### src/hdl/pvca_pkg.sv
// Shared types, constants and scan-order functions for the priority voice
// channel allocator. No dependencies; every other file of the block uses it.
`default_nettype none

package pvca_pkg;

    localparam int NUM_CHANNELS = 16;
    localparam int CHAN_W       = $clog2(NUM_CHANNELS);
    localparam int PRI_W        = 8;
    localparam int VOL_W        = 11;

    localparam logic [VOL_W-1:0] FULL_VOLUME = 11'h7FF;

    localparam logic       OP_ALLOC = 1'b0;
    localparam logic       OP_WRITE = 1'b1;

    localparam logic [1:0] CLASS_PCM   = 2'd0;
    localparam logic [1:0] CLASS_TONE  = 2'd1;
    localparam logic [1:0] CLASS_NOISE = 2'd2;
    localparam logic [1:0] CLASS_BAD   = 2'd3;

    typedef struct packed {
        logic              op;
        logic [1:0]        chan_class;
        logic [PRI_W-1:0]  request_priority;
        logic [CHAN_W-1:0] target_channel;
        logic [PRI_W-1:0]  new_priority;
        logic [VOL_W-1:0]  new_volume;
    } t_in_word;

    typedef struct packed {
        logic              granted;
        logic [CHAN_W-1:0] channel_index;
        logic              bad_class;
    } t_out_word;

    typedef struct packed {
        logic [PRI_W-1:0] pri;
        logic [VOL_W-1:0] vol;
    } t_entry;

    // Commands from the controller to the datapath.
    typedef struct packed {
        logic accept;    // take the input word; a write item updates its channel
        logic rd_en;     // read the channel at the current scan position
        logic decide;    // settle the grant and, on a grant, write back full volume
        logic out_load;  // move the finished result into the output register
    } t_cmd;

    // Status from the datapath to the controller.
    typedef struct packed {
        logic is_write;   // input word is a write item
        logic is_bad;     // input word is an allocate item of the invalid class
        logic scan_last;  // current scan position is the last of its class
        logic out_free;   // output register can take a result this cycle
    } t_status;

    // Channel visited at a scan position for each class.
    function automatic logic [CHAN_W-1:0] scan_chan(input logic [1:0] cls,
                                                    input logic [CHAN_W-1:0] idx);
        logic [CHAN_W-1:0] ch;
        ch = '0;
        case (cls)
            CLASS_PCM: begin
                case (idx)
                    4'd0:    ch = 4'd4;
                    4'd1:    ch = 4'd5;
                    4'd2:    ch = 4'd6;
                    4'd3:    ch = 4'd7;
                    4'd4:    ch = 4'd2;
                    4'd5:    ch = 4'd0;
                    4'd6:    ch = 4'd3;
                    4'd7:    ch = 4'd1;
                    4'd8:    ch = 4'd8;
                    4'd9:    ch = 4'd9;
                    4'd10:   ch = 4'd10;
                    4'd11:   ch = 4'd11;
                    4'd12:   ch = 4'd14;
                    4'd13:   ch = 4'd12;
                    4'd14:   ch = 4'd15;
                    default: ch = 4'd13;
                endcase
            end
            CLASS_TONE:  ch = 4'd8 + idx;
            CLASS_NOISE: ch = 4'd14 + idx;
            default:     ch = '0;
        endcase
        return ch;
    endfunction

    // Last scan position of each class.
    function automatic logic [CHAN_W-1:0] scan_last_idx(input logic [1:0] cls);
        logic [CHAN_W-1:0] last;
        case (cls)
            CLASS_PCM:   last = 4'd15;
            CLASS_TONE:  last = 4'd5;
            CLASS_NOISE: last = 4'd1;
            default:     last = 4'd0;
        endcase
        return last;
    endfunction

endpackage

`default_nettype wire

### src/hdl/pvca_ctrl.sv
// Controller state machine of the allocator: sequences accept, scan,
// decision and result hand-off. Depends on pvca_pkg.
`default_nettype none

module pvca_ctrl (
    input  wire                    i_clk,
    input  wire                    i_rst_n,
    input  wire                    i_in_valid,
    input  wire pvca_pkg::t_status i_status,
    output logic                   o_in_stall,
    output pvca_pkg::t_cmd         o_cmd
);

    typedef enum logic [4:0] {
        ST_IDLE   = 5'b00001,
        ST_SCAN   = 5'b00010,
        ST_DRAIN  = 5'b00100,
        ST_DECIDE = 5'b01000,
        ST_RESP   = 5'b10000
    } t_state;

    t_state r_state;
    t_state n_state;
    logic   accept;

    assign o_in_stall = (r_state != ST_IDLE);
    assign accept     = i_in_valid && (r_state == ST_IDLE);

    always_comb begin
        o_cmd          = '0;
        o_cmd.accept   = accept;
        o_cmd.rd_en    = (r_state == ST_SCAN);
        o_cmd.decide   = (r_state == ST_DECIDE);
        o_cmd.out_load = (r_state == ST_RESP) && i_status.out_free;
    end

    always_comb begin
        n_state = r_state;
        case (r_state)
            ST_IDLE: begin
                if (accept) begin
                    if (i_status.is_write || i_status.is_bad) begin
                        n_state = ST_RESP;
                    end else begin
                        n_state = ST_SCAN;
                    end
                end
            end
            ST_SCAN: begin
                if (i_status.scan_last) begin
                    n_state = ST_DRAIN;
                end
            end
            ST_DRAIN:  n_state = ST_DECIDE;
            ST_DECIDE: n_state = ST_RESP;
            ST_RESP: begin
                if (i_status.out_free) begin
                    n_state = ST_IDLE;
                end
            end
            default:   n_state = ST_IDLE;
        endcase
    end

    always_ff @(posedge i_clk) begin
        if (!i_rst_n) begin
            r_state <= ST_IDLE;
        end else begin
            r_state <= n_state;
        end
    end

endmodule

`default_nettype wire

### src/hdl/pvca_datapath.sv
// Datapath of the allocator: channel state memory, scan compare, grant
// decision and output register. Depends on pvca_pkg.
`default_nettype none

module pvca_datapath (
    input  wire                      i_clk,
    input  wire                      i_rst_n,
    input  wire pvca_pkg::t_in_word  i_in_word,
    input  wire pvca_pkg::t_cmd      i_cmd,
    input  wire                      i_out_stall,
    output pvca_pkg::t_status        o_status,
    output logic                     o_out_valid,
    output pvca_pkg::t_out_word      o_out_word
);

    localparam int CW = pvca_pkg::CHAN_W;
    localparam int PW = pvca_pkg::PRI_W;
    localparam int VW = pvca_pkg::VOL_W;

    // Channel state: one write port, one registered read port.
    pvca_pkg::t_entry              r_mem [pvca_pkg::NUM_CHANNELS];
    logic [pvca_pkg::NUM_CHANNELS-1:0] r_valid;

    pvca_pkg::t_in_word  r_item;
    logic [CW-1:0]       r_idx;
    logic [CW-1:0]       rd_addr;

    pvca_pkg::t_entry    r_rd_data;
    logic                r_rd_hit;
    logic                r_rd_vld;
    logic                r_rd_first;
    logic [CW-1:0]       r_rd_ch;
    pvca_pkg::t_entry    rd_entry;

    logic [PW-1:0]       r_best_pri;
    logic [VW-1:0]       r_best_vol;
    logic [CW-1:0]       r_best_ch;
    logic                better;
    logic                grant;

    logic                wr_en;
    logic [CW-1:0]       wr_addr;
    pvca_pkg::t_entry    wr_data;

    pvca_pkg::t_out_word r_res;
    pvca_pkg::t_out_word r_out;
    logic                r_out_vld;

    assign rd_addr  = pvca_pkg::scan_chan(r_item.chan_class, r_idx);
    assign rd_entry = r_rd_hit ? r_rd_data : '0;
    assign grant    = (r_item.request_priority >= r_best_pri);

    // Later channels replace the pick only on lower priority, or on equal
    // priority with strictly lower volume.
    assign better = r_rd_first
                 || (rd_entry.pri < r_best_pri)
                 || ((rd_entry.pri == r_best_pri) && (rd_entry.vol < r_best_vol));

    always_comb begin
        wr_en   = 1'b0;
        wr_addr = i_in_word.target_channel;
        wr_data.pri = i_in_word.new_priority;
        wr_data.vol = i_in_word.new_volume;
        if (i_cmd.accept && (i_in_word.op == pvca_pkg::OP_WRITE)) begin
            wr_en = 1'b1;
        end else if (i_cmd.decide && grant) begin
            wr_en       = 1'b1;
            wr_addr     = r_best_ch;
            wr_data.pri = r_best_pri;
            wr_data.vol = pvca_pkg::FULL_VOLUME;
        end
    end

    always_comb begin
        o_status           = '0;
        o_status.is_write  = (i_in_word.op == pvca_pkg::OP_WRITE);
        o_status.is_bad    = (i_in_word.op == pvca_pkg::OP_ALLOC)
                          && (i_in_word.chan_class == pvca_pkg::CLASS_BAD);
        o_status.scan_last = (r_idx == pvca_pkg::scan_last_idx(r_item.chan_class));
        o_status.out_free  = !r_out_vld || !i_out_stall;
    end

    // Memory array, no reset; entries never written read as zero via r_valid.
    always_ff @(posedge i_clk) begin
        if (wr_en) begin
            r_mem[wr_addr] <= wr_data;
        end
        if (i_cmd.rd_en) begin
            r_rd_data <= r_mem[rd_addr];
        end
    end

    always_ff @(posedge i_clk) begin
        if (!i_rst_n) begin
            r_valid <= '0;
        end else if (wr_en) begin
            r_valid[wr_addr] <= 1'b1;
        end
    end

    // Item, scan position and read tag.
    always_ff @(posedge i_clk) begin
        if (i_cmd.accept) begin
            r_item <= i_in_word;
            r_idx  <= '0;
        end else if (i_cmd.rd_en) begin
            r_idx  <= r_idx + 1'b1;
        end
        if (i_cmd.rd_en) begin
            r_rd_hit   <= r_valid[rd_addr];
            r_rd_first <= (r_idx == '0);
            r_rd_ch    <= rd_addr;
        end
    end

    always_ff @(posedge i_clk) begin
        if (!i_rst_n) begin
            r_rd_vld <= 1'b0;
        end else begin
            r_rd_vld <= i_cmd.rd_en;
        end
    end

    // Running best candidate.
    always_ff @(posedge i_clk) begin
        if (r_rd_vld && better) begin
            r_best_pri <= rd_entry.pri;
            r_best_vol <= rd_entry.vol;
            r_best_ch  <= r_rd_ch;
        end
    end

    // Pending result.
    always_ff @(posedge i_clk) begin
        if (i_cmd.accept) begin
            r_res.granted       <= 1'b0;
            r_res.channel_index <= '0;
            r_res.bad_class     <= o_status.is_bad;
        end else if (i_cmd.decide) begin
            r_res.granted       <= grant;
            r_res.channel_index <= grant ? r_best_ch : '0;
            r_res.bad_class     <= 1'b0;
        end
    end

    // Output register.
    always_ff @(posedge i_clk) begin
        if (i_cmd.out_load) begin
            r_out <= r_res;
        end
    end

    always_ff @(posedge i_clk) begin
        if (!i_rst_n) begin
            r_out_vld <= 1'b0;
        end else if (i_cmd.out_load) begin
            r_out_vld <= 1'b1;
        end else if (!i_out_stall) begin
            r_out_vld <= 1'b0;
        end
    end

    assign o_out_valid = r_out_vld;
    assign o_out_word  = r_out;

    a_no_read_during_write: assert property (@(posedge i_clk) disable iff (!i_rst_n)
        !(i_cmd.rd_en && wr_en))
        else $error("channel memory read and write in the same cycle");

    a_grant_not_bad: assert property (@(posedge i_clk) disable iff (!i_rst_n)
        r_out_vld |-> !(r_out.granted && r_out.bad_class))
        else $error("result both granted and flagged as bad class");

    a_idle_index_zero: assert property (@(posedge i_clk) disable iff (!i_rst_n)
        (r_out_vld && !r_out.granted) |-> (r_out.channel_index == '0))
        else $error("refused result carries a nonzero channel index");

    a_load_only_when_free: assert property (@(posedge i_clk) disable iff (!i_rst_n)
        i_cmd.out_load |-> (!r_out_vld || !i_out_stall))
        else $error("output register overwritten while a result waits");

endmodule

`default_nettype wire

### src/hdl/priority_voice_channel_allocator.sv
// Top level of the priority voice channel allocator: joins the controller
// and the datapath. Depends on pvca_pkg, pvca_ctrl and pvca_datapath.
//
//   Channel | Direction | Payload type          | Handshake
//   --------+-----------+-----------------------+---------------------------
//   in      | into      | pvca_pkg::t_in_word   | i_in_valid / o_in_stall
//   out     | out of    | pvca_pkg::t_out_word  | o_out_valid / i_out_stall
//
// A write word or an invalid-class allocate word goes from acceptance straight
// to the result state. An allocate word reads its class one channel per cycle,
// then passes the drain and decide states before the result state.
// One word is worked on at a time; the input stalls until the result has
// moved into the output register, which then waits for the receiver.
// Synchronous active-low reset clears the controller, output valid and valid bits.
`default_nettype none

module priority_voice_channel_allocator (
    input  wire                      i_clk,
    input  wire                      i_rst_n,
    input  wire                      i_in_valid,
    output logic                     o_in_stall,
    input  wire pvca_pkg::t_in_word  i_in_word,
    output logic                     o_out_valid,
    input  wire                      i_out_stall,
    output pvca_pkg::t_out_word      o_out_word
);

    // Commands flow from the controller, status flows back.
    pvca_pkg::t_cmd    cmd;
    pvca_pkg::t_status status;

    pvca_ctrl u_ctrl (
        .i_clk      (i_clk),
        .i_rst_n    (i_rst_n),
        .i_in_valid (i_in_valid),
        .i_status   (status),
        .o_in_stall (o_in_stall),
        .o_cmd      (cmd)
    );

    pvca_datapath u_datapath (
        .i_clk       (i_clk),
        .i_rst_n     (i_rst_n),
        .i_in_word   (i_in_word),
        .i_cmd       (cmd),
        .i_out_stall (i_out_stall),
        .o_status    (status),
        .o_out_valid (o_out_valid),
        .o_out_word  (o_out_word)
    );

endmodule

`default_nettype wire
### config.mk
export PLATFORM = sky130hd
export DESIGN_NAME = priority_voice_channel_allocator
export DESIGN_NICKNAME = d
export VERILOG_FILES = /design/src/hdl/pvca_pkg.sv /design/src/hdl/pvca_ctrl.sv /design/src/hdl/pvca_datapath.sv /design/src/hdl/priority_voice_channel_allocator.sv
export SDC_FILE = /design/constraint.sdc
export NUM_CORES = 1
export LEC_CHECK = 0
export BUFFER_PORTS_ARGS = -buffer_cell sky130_fd_sc_hd__buf_4
export CAP_MARGIN = 25
export CORE_UTILIZATION = 60
export CTS_BUF_LIST = sky130_fd_sc_hd__clkbuf_4
export DETAILED_ROUTE_END_ITERATION = 10
export PLACE_DENSITY = 0.84
export SLEW_MARGIN = 20
export SYNTH_ARGS = -nofsm -noshare
export SYNTH_HDL_FRONTEND = slang
export SYNTH_HIERARCHICAL = 1
export SYNTH_SLANG_ARGS = --single-unit
export TNS_END_PERCENT = 1
### constraint.sdc
create_clock -name i_clk -period 12.4 [get_ports i_clk]
set_clock_uncertainty 0.1 [all_clocks]
set_input_delay 1.86 -clock i_clk [delete_from_list [all_inputs] [get_ports i_clk]]
set_output_delay 1.86 -clock i_clk [all_outputs]
set_load 0.02 [all_outputs]
Word level (Yosys, flattened, before mapping)

Memories as Yosys holds them, arrays and structs flattened. A register that Yosys moved wholly into a read port is not among the register bits.
Cells that the tools add are included.

Memory bits (read-only): 64
Word-level logic and storage cells: 92
Output and inout port bits: 8
Register bits: 78
Memories kept: 2
Bits of input ports: 38
Memory bits (writable): 304

Mux-type cells: 27
Reduce and logical (&&, ||, !) cells: 18
Magnitude comparators: 6
Add/subtract/negate cells: 3
Equal/unequal tests: 15
Bitwise gates (word level): 2

Memories:

| name             | words | width | rd ports | clocked after Yosys merged registers in | write ports | RTL line            | source |
|---|---|---|---|---|---|---|---|
| u_datapath.r_mem | 16    | 19    | 1        | 1                                       | 1           | pvca_datapath.sv:21 | `pvca_pkg::t_entry r_mem [pvca_pkg::NUM_CHANNELS];` |
| (name not given) | 16    | 4     | 1        | 1                                       | 0           | pvca_pkg.sv:65      | `case (idx)` |

Operators by type and width:

| cell                                                                          | number |
|---|---|
| 19-bit 2-to-1 mux                                                             | 3 |
| 5-bit one-hot mux with 5 select lines                                         | 1 |
| 4-bit one-hot mux with 3 select lines                                         | 2 |
| 4-bit 2-to-1 mux                                                              | 5 |
| 5-bit 2-to-1 mux                                                              | 4 |
| 16-bit bitwise OR                                                             | 1 |
| 11-bit less-than comparator                                                   | 1 |
| 4-bit by 5-bit less-than comparator with 1-bit output (second input constant) | 2 |
| 1-bit 2-to-1 mux                                                              | 10 |
| 4-bit adder (first input constant)                                            | 2 |
| 8-bit == test                                                                 | 1 |
| 8-bit >= comparator                                                           | 1 |
| 1-bit logical AND                                                             | 8 |
| 8-bit less-than comparator                                                    | 1 |
| 2-bit by 1-bit inequality test with 1-bit output (second input constant)      | 3 |
| 5-bit by 1-bit == test with 1-bit output (second input constant)              | 1 |
| 5-bit by 2-bit == test with 1-bit output (second input constant)              | 1 |
| 5-bit by 3-bit == test with 1-bit output (second input constant)              | 1 |
| 5-bit by 4-bit == test with 1-bit output (second input constant)              | 1 |
| 5-bit == test (second input constant)                                         | 1 |
| 5-bit by 1-bit inequality test with 1-bit output (second input constant)      | 1 |
| 4-bit by 1-bit adder with 4-bit output (second input constant)                | 1 |
| 1-bit binary-select mux with 4-bit select                                     | 1 |
| 1-bit demux with 4-bit select                                                 | 1 |
| other kinds (12)                                                              | 17 |

Longest topological paths before layout

Depth in word-level cells: 9
Mapped depth: 12
Mapped depth without buffers: 8

Modules after synthesis

The synthesis kept the hierarchy.

By module, submodules not included:

| module        | instances | sequential area each (µm²) | cells each | area each (µm²) |
|---|---|---|---|---|
| pvca_datapath | 1         | 11701.2                    | 1166       | 16711.0 |
| pvca_ctrl     | 1         | 100.1                      | 42         | 330.3 |

Worst setup path before layout

Ideal clock, no wire load.

Kind: reg-to-reg
Start: reg u_datapath.r_rd_hit
End: reg u_datapath.r_best_ch[0] (enable)
Clock period less this slack: 4.645 ns
Buffers on the path: 1
Setup slack: 7.755 ns
Data required time: 11.831 ns
Stages on the path, launching flop included: 7
Data arrival time: 4.076 ns
Setup time: 0.469 ns
Path through: edfxtp_1 -> clkbuf_1 -> and2_1 -> ha_1 -> a2111oi_0 -> a21oi_1 -> o41ai_1

RTL lines:

| element                  | RTL line             | source |
|---|---|---|
| start: declaration       | pvca_datapath.sv:29  | `logic r_rd_hit;` |
| start signal: assignment | pvca_datapath.sv:110 | `r_rd_hit <= r_valid[rd_addr];` |
| end signal: assignment   | pvca_datapath.sv:129 | `r_best_ch <= r_rd_ch;` |
| end: declaration         | pvca_datapath.sv:37  | `logic [CW-1:0] r_best_ch;` |

==> reports/results.txt <==
status -> completed
Clock Path Buffers -> 3
YS warnings -> 6
Post-CTS Hold Buffers -> 0
Total GRT Usage -> 26.4%
initial DRC count -> 1010
leading cell type in the layout, fill and taps excluded -> edfxtp_1
reg2reg end -> u_datapath/r_mem[13][4]$_DFFE_PP_
RSZ-0062 raised after global routing -> no
RR Startpoint -> u_ctrl/r_state[1]$_SDFFE_PN0P_
CP max stage cell -> and2_1
IO Count -> 46
Seq/Total Area, Yosys -> 69.3%
Fin. Hold Viols -> 0
post-route minimum period -> 4.53 ns
Yosys top cell area share -> 65.0%
CTS resizes -> 0
mean post-synth cell area -> 14.1 µm²
DRT Pass-1 Iters -> 7
Hold/Removal Path Class -> reg -> reg
worst-path cell chain -> buf_4 > and2_1 > and2_1 > o21a_4 > mux2_2 > nor2_2 > buf_8
area occupied by multi-input gates -> 4750 µm²
CTS Root Cell -> clkbuf_4
Fmax -> 221 MHz
detailed-route DRC error count -> 0
CP required -> 12.71 ns
min-delay src -> u_datapath/r_rd_ch[3]$_DFFE_PP_
first-pass GRT wire length -> 56800 µm
Seq cells post-synth -> 405
drt wl/cell -> 21.4 µm
layout cells sized above 1 -> 19.5%
Min-Delay Path Depth -> 0
core box area -> 27900 µm²
reg2reg setup slack -> 7.93 ns
Max transition margin -> 22.6%
IO Port Bufs -> 45
initial antenna violation count -> 1
most frequent cells in the layout -> 369 x edfxtp_1, 180 x nand2_1, 157 x mux2i_1, 140 x clkbuf_4, 84 x nand3_1
crit start category -> input port
synthesized area -> 17000 µm²
ANT nets after route -> 0
Leak -> 6.80 nW
Die W -> 171 µm
setup tns final -> 0 ns
Max VDD drop -> 0.0812 mV
ys async rst share -> 0%
Synth area leader -> edfxtp_1
Layout Nets -> 1395
Arr. time, crit path -> 4.84 ns
Post-synth EDFFs -> 369
crit path max fanout -> 30
Synth area leaders -> edfxtp_1 65%, mux2i_1 9.2%, dfxtp_1 4.2%
Least-Margin Pin Slew -> 1.15 ns
worst setup slack after layout -> 7.87 ns
initial core utilization -> 61.2%
largest net degree at the start of global routing -> 84
Crit path largest cell delay -> 0.68 ns
max-cap violations -> 0
Routed WL -> 38100 µm
Rows -> 61
Power Density -> 156 nW/µm²
routed via count -> 10600
Post-Syn Nets -> 1276
Reg area -> 11800 µm²
vias in the first global route -> 10500
Yosys cell types -> 62
dpl hpwl -> 22900 µm
cts bufs inserted -> 97
Final GP Congestion -> 0.869
Skew-Pair Late Insertion Delay -> 0.76 ns
clock sinks -> 405
Post-Synthesis Cells -> 1208
DP Worst Slack -> 7.28 ns
Post-CTS Setup Bufs -> 0
TritonCTS clock tree -> done
final period utilization -> 36.5%
H-Tree Depth -> 3
full die area -> 29100 µm²
worst r2r path cells -> 8
fill count -> 1783
Die Y -> 171 µm
vias per cell -> 5.97
critical path class -> in -> reg
Synth Flop Type -> edfxtp_1
Congestion Overflow GR -> 0
setup violators final -> 0
clk slew on worst S/H paths -> 0.07 ns
WHS Endpoint -> u_datapath/r_best_ch[3]$_DFFE_PP_
Syn-to-layout area delta -> 12.0%
pins over their slew limit -> 0
most used cell, CP -> and2_1
crit end category -> flop
critical path, delay by kind of cell:
| family | cells | cell delay (ns) |
|---|---|---|
| buffers and inverters | 2 | 0.34 |
| multiplexers | 1 | 0.50 |
| AO/OA/AOI/OAI | 1 | 0.52 |
| AND/OR/NAND/NOR | 3 | 1.60 |
Yosys cell counts, drive strengths merged, types with 10 or more instances:
| cell | count |
|---|---|
| edfxtp | 369 |
| nand2 | 180 |
| mux2i | 160 |
| nand3 | 85 |
| inv | 50 |
| nor2 | 47 |
| buf | 40 |
| dfxtp | 36 |
| ha | 30 |
| a21oi | 26 |
| and2 | 23 |
| nand4 | 22 |
| o21ai | 18 |
| o31ai | 17 |
| clkbuf | 16 |
| nand2b | 14 |
| nor2b | 12 |
| o211ai | 10 |
sequential cells by signal (all words and copies together) (netlist names), named ones only:
register                count
u_datapath/r_best_pri       8
u_datapath/o_out_word       6
u_datapath/r_rd_vld         1
u_datapath/r_rd_data       19
u_datapath/r_rd_hit         1
u_datapath/r_mem          304
u_datapath/r_res            6
u_datapath/o_out_valid      1
u_datapath/r_rd_ch          4
u_ctrl/r_state              5
u_datapath/r_best_vol      11
u_datapath/r_best_ch        4
u_datapath/r_idx            4
u_datapath/r_item          10
u_datapath/r_valid         16
u_datapath/r_rd_first       1
where the power goes:
group          total (mW)  internal (mW)  switching [mW]
combinational       0.360          0.122           0.238
sequential           1.54           1.52          0.0140
clock                1.07          0.546           0.527
total                2.97           2.19           0.779
metrics by stage:
stage,hold slack (ns),total power [mW],instance area [µm²],instances,utilization [%]
2_1_floorplan,0.300,1.81,17000,1208,-
3_3_place_gp,0.302,1.90,17700,1595,63.5
3_5_place_dp,0.307,1.91,17800,1603,63.9
4_1_cts,0.324,2.97,19000,1778,68.4
6_report,0.324,2.97,19100,1782,68.5
5_1_grt,0.330,3.08,19100,1782,68.5
per-layer routing:
layer	share of wire, %	up-vias	GRT usage [%]
li1	-	4763	-
met1	38	5157	33.5
met2	50	626	44.2
met3	9.9	86	5.90
met4	2.4	0	10.3
met5	0	-	0
area by class of cell:
cell class	instances	share of cell area [%]
flip-flops and latches	405	61.8
multi-input cells	697	24.9
clock buffers	140	5.51
repair buffers	76	3.25
well taps	378	2.48
clock inverters	35	1.01
inverters	50	0.984
diodes	1	0.0131
logic make-up after synthesis:
family                   synth area share (%)
AND/OR/NAND/NOR                          11.1
multiplexers                             9.82
buffers and inverters                    3.33
flip-flops                               69.3
adder cells (fa/ha/maj)                  2.20
AO/OA/AOI/OAI                            3.95
XOR/XNOR                                0.308
worst max-delay path by stage:
stage	from	to	slack (ns)	depth (start not counted)
final	i_in_valid	u_datapath/r_mem[13][4]$_DFFE_PP_	7.87	7
after global routing	u_ctrl/r_state[1]$_SDFFE_PN0P_	u_datapath/r_mem[13][0]$_DFFE_PP_	7.75	9
after CTS	i_in_valid	u_datapath/r_mem[13][0]$_DFFE_PP_	7.98	7
after detailed placement	i_in_valid	u_datapath/r_mem[13][7]$_DFFE_PP_	7.28	7
after global placement	i_in_valid	u_datapath/r_mem[12][8]$_DFFE_PP_	7.03	6
after floorplan	u_datapath/r_rd_hit$_DFFE_PP_	u_datapath/r_best_ch[0]$_DFFE_PP_	7.76	6
(Power assumes the default switching activity.)
